==> src/sv/ghbl_pkg.sv <==
// Shared types and constants for the grid height bilinear lookup.
// Holds register codes, the configuration bundle and the front-to-back queue entry.
// No dependencies.
package ghbl_pkg;

  // Widest row or column index over the whole parameter range (4096 cells).
  localparam int IDX_W  = 12;
  localparam int FRAC_W = 16;
  localparam int HGT_W  = 24;

  typedef enum logic [2:0] {
    CFG_ORIGIN_X    = 3'd0,
    CFG_ORIGIN_Y    = 3'd1,
    CFG_INV_STEP_X  = 3'd2,
    CFG_INV_STEP_Y  = 3'd3,
    CFG_GRID_WIDTH  = 3'd4,
    CFG_GRID_HEIGHT = 3'd5
  } cfg_idx_t;

  typedef enum logic {
    OP_WRITE = 1'b0,
    OP_QUERY = 1'b1
  } op_t;

  typedef struct packed {
    logic signed [31:0] origin_x;
    logic signed [31:0] origin_y;
    logic        [31:0] inv_step_x;
    logic signed [31:0] inv_step_y;
    logic        [9:0]  grid_width;
    logic        [9:0]  grid_height;
  } cfg_t;

  typedef struct packed {
    op_t                     op;
    logic                    wen;
    logic                    ok;
    logic [IDX_W-1:0]        row0;
    logic [IDX_W-1:0]        row1;
    logic [IDX_W-1:0]        col0;
    logic [IDX_W-1:0]        col1;
    logic [FRAC_W-1:0]       fx;
    logic [FRAC_W-1:0]       fy;
    logic signed [HGT_W-1:0] height;
  } entry_t;

endpackage

==> src/sv/ghbl_fifo.sv <==
// Short queue of transactions between the front and back pipelines.
// Depends on ghbl_pkg for the entry type.
module ghbl_fifo (
  input  logic             clk,
  input  logic             rst,
  input  logic             push,
  input  ghbl_pkg::entry_t din,
  input  logic             pop,
  output ghbl_pkg::entry_t dout,
  output logic             empty,
  output logic             full
);

  localparam int DEPTH = 4;
  localparam int PW    = $clog2(DEPTH);

  ghbl_pkg::entry_t    slots [DEPTH];
  logic [PW-1:0]       wptr, rptr;
  logic [PW:0]         count;
  logic                do_pop;

  assign empty  = (count == '0);
  assign full   = (count == (PW+1)'(DEPTH));
  assign do_pop = pop && !empty;
  assign dout   = slots[rptr];

  always_ff @(posedge clk) begin
    if (rst) begin
      wptr  <= '0;
      rptr  <= '0;
      count <= '0;
    end else begin
      if (push) wptr <= wptr + PW'(1);
      if (do_pop) rptr <= rptr + PW'(1);
      count <= count + (PW+1)'(push) - (PW+1)'(do_pop);
    end
    if (push) slots[wptr] <= din;
  end

`ifndef SYNTHESIS
  a_no_push_full: assert property (@(posedge clk) disable iff (rst) full |-> !push)
    else $error("push into full queue");
  a_count_bound: assert property (@(posedge clk) disable iff (rst)
    count <= (PW+1)'(DEPTH)) else $error("queue count overflow");
`endif

endmodule

==> config.mk <==
export PLATFORM = sky130hd
export DESIGN_NAME = ghbl_fifo
export DESIGN_NICKNAME = d
export VERILOG_FILES = /design/src/sv/ghbl_pkg.sv /design/src/sv/ghbl_fifo.sv
export SDC_FILE = /design/constraint.sdc
export NUM_CORES = 1
export LEC_CHECK = 0
export BUFFER_PORTS_ARGS = -buffer_cell sky130_fd_sc_hd__buf_2
export CORE_MARGIN = 2
export CORE_UTILIZATION = 35
export CTS_CLUSTER_DIAMETER = 120
export DETAILED_ROUTE_END_ITERATION = 8
export HOLD_SLACK_MARGIN = 0.12
export PLACE_DENSITY = 0.52
export SYNTH_ARGS = -nofsm -noshare
export SYNTH_HDL_FRONTEND = slang
export SYNTH_SLANG_ARGS = --single-unit
==> constraint.sdc <==
create_clock -name clk -period 4 [get_ports clk]
set_input_delay 0.8 -clock clk [delete_from_list [all_inputs] [get_ports clk]]
set_output_delay 0.8 -clock clk [all_outputs]
set_load 0.03 [all_outputs]
==> metrics.csv <==
metric,value,unit
p_comb_share,20.3,%
detailedPlace.worstSlack,1.228,ns
fin_crit,3.282,ns
viasPerCell,4.725,
drt_iter0_drc,454,
place_area,0.01782,mm^2
grt_pass1_vias,7719,
grt_max_degree,108,
grt_antenna_before_repair,5,
cp.required,3.20,ns
pin_count,220,
rrSetupSlack,2.03,ns
cts_tree,built,
routed_wl,31.24,mm
worst_pin_slew,0.7590,ns
gp_congestion,0.6880,
drt_first_pass_iters,4,
die_w,217.1,um
globalRoute.totalOverflow,0,
switching_power,3326,uW
path_class,register to primary output,
ant_nets,0,
status,finished clean,
grt_use_met2,21.37,%
setup_ws,0.7176,ns
use_met1,17.38,%
cp_slowest_cell,dfxtp_4,
h-tree-depth,2,
grtUsageTotal,13.37,%
drc_errors,0,
drv_cap,0,
crit_arrival,2.48,ns
top_usage_layer,met2,
yosys.area.top_type_share,80.89,%
cts.sinks,437,
insertion_delay,0.57,ns
area_delta_synth_final,21.76,%
max_freq,0.3047,GHz
finalHoldViolations,0,
rows,78,
drive_above_1_share,46.18,%
dieArea,0.04712,mm^2
ir_drop,0.0003394,V
rsz0062_at_grt,no,
reg2reg_depth,8,
fillers,3981,
post_cts_buffers,0,
power.density,625.4,mW/mm^2
grtUsageMet3,3.969,%
min_period_over_period,82.06,%
postCtsHoldBufs,0,
synth-seq-cells,437,
io_buffers,219,
synth_top_area_cell,edfxtp_1,
num_vias,7107,
synthCells,604,
power.leakage,0.006438,uW
yosysWarnings,0,
hold_class,input port to register,
intPower,8773,uW
slew_viol_final,0,
cts_buffer_depth,3,
crit_path_end_kind,primary output,
setup_viol,0,
p_clk_share,34.9,%
finalInstanceArea,0.01935,mm^2
yosysSeqAreaShare,82.02,%
worstPathMaxFanout,33,
core-area,0.04509,mm^2
avgSynthCellArea,26.31,um^2
crit_path_start_kind,register,
dpl.cell_count,1414,
stdcell_count,1504,
start_util,35.24,%
yosysUniqueCellTypes,21,
finalNetCount,982,
synthTopCellsByArea,"edfxtp_1, mux4_2, dfxtp_1",
skew,0.01324,ns
grt_pass1_wl,47.21,mm
setup_tns,0,ns
synth_area,0.01589,mm^2
pwr-share-seq,44.8,%
die_height,217.1,um
switching_share,27.49,%
path_clk_slew,0.06,ns
slowest_delay,0.84,ns
avgRoutedWirePerCell,20.77,um
synthesis.nets,722,
root_buffer,clkbuf_16,
fin_util,42.91,%
slew_headroom,49.40,%
worstPathCellList,buf_12 -> mux4_2 -> buf_2,
post_cts_resize_count,0,
hpwl,18.07,mm
cts_buffers,48,
holdPathStages,1,
==> cell usage after synthesis <==
cell      instances
buf_6             1
mux2i_1           1
and2_1            4
mux2_2            3
edfxtp_1        428
fa_1              1
o311ai_0          1
dfxtp_1           9
o31a_1            1
xnor2_1           1
nor3b_1           1
xnor3_1           1
buf_8             4
ha_1              6
nor2_1            6
inv_1             5
clkbuf_1          8
nor3_1            1
mux4_2          107
nor2b_1           3
buf_2            12
==> final cells by class <==
type	count	area [um^2]	share of cell area, %
inverters	5	18.77	0.09701
clock buffers	58	1260	6.513
multi-input cells	137	2686	13.89
flip-flops and latches	437	13040	67.40
well taps	600	750.7	3.880
repair buffers	235	1329	6.868
diodes	1	2.502	0.01293
clock inverters	31	259.0	1.339
==> per-stage QoR <==
stage | hold slack, ns | power (uW)
2_1_floorplan | 0.5136 | 7296
3_3_place_gp | 0.5509 | 8031
3_5_place_dp | 0.5627 | 8040
4_1_cts | 0.3933 | 12320
5_1_grt | 0.4149 | 12620
6_report | 0.4421 | 12100
==> layer usage <==
layer  part of all wire (%)  up-vias
li1                       -     3135
met4                    2.4        8
met1                     43     3729
met2                     48      176
met5                   0.18        -
met3                    6.1       59
==> registers in the layout, summed over array words and instances, names as in the netlist, named ones only <==
name,cells
rptr,2
count,3
slots,428
wptr,2
==> power by group through the flow <==
| stage | clock network, uW | registers (uW) | logic (uW) |
|---|---|---|---|
| 2_1_floorplan | 0 | 5430 | 1860 |
| 3_3_place_gp | 0 | 5520 | 2510 |
| 3_5_place_dp | 0 | 5520 | 2520 |
| 4_1_cts | 4360 | 5430 | 2530 |
| 5_1_grt | 4550 | 5450 | 2620 |
| 6_report | 4220 | 5420 | 2460 |
==> layout by cell type, fill, tap and decap left out, drive strengths merged, types with 3 or more instances in the layout <==
cell type,instances
edfxtp,428
buf,235
mux4,107
clkbuf,58
clkinv,21
inv,10
dfxtp,9
nor2,6
ha,6
and2,4
bufinv,4
nor2b,3
mux2,3
==> kinds of logic (layout without fill, tap and decap cells) <==
group,Yosys count,in the layout,synth area share [%]
flip-flops,437,437,82.02
multiplexers,111,111,15.44
buffers and inverters,30,329,1.134
AND/OR/NAND/NOR,15,15,0.4961
adder cells (fa/ha/maj),7,7,0.5985
AO/OA/AOI/OAI,2,2,0.1103
XOR/XNOR,2,2,0.1969
other,0,1,0
==> critical path, delay by kind of cell (launching register included) <==
| kind | cells | cell delay (ns) |
|---|---|---|
| DFF | 1 | 0.84 |
| muxes | 1 | 0.55 |
| buffers and inverters | 2 | 0.49 |
==> path summary, 6_finish.rpt <==
path / from / end
setup / recovery: register / dout[101]
hold / removal: din[33] / slots[1][33]$_DFFE_PP_
setup reg to reg: count[1]$_SDFF_PP0_ / count[2]$_SDFF_PP0_
hold reg to reg: wptr[0]$_SDFFE_PP0P_ / wptr[0]$_SDFFE_PP0P_
Power figures use the tool's default switching activity.
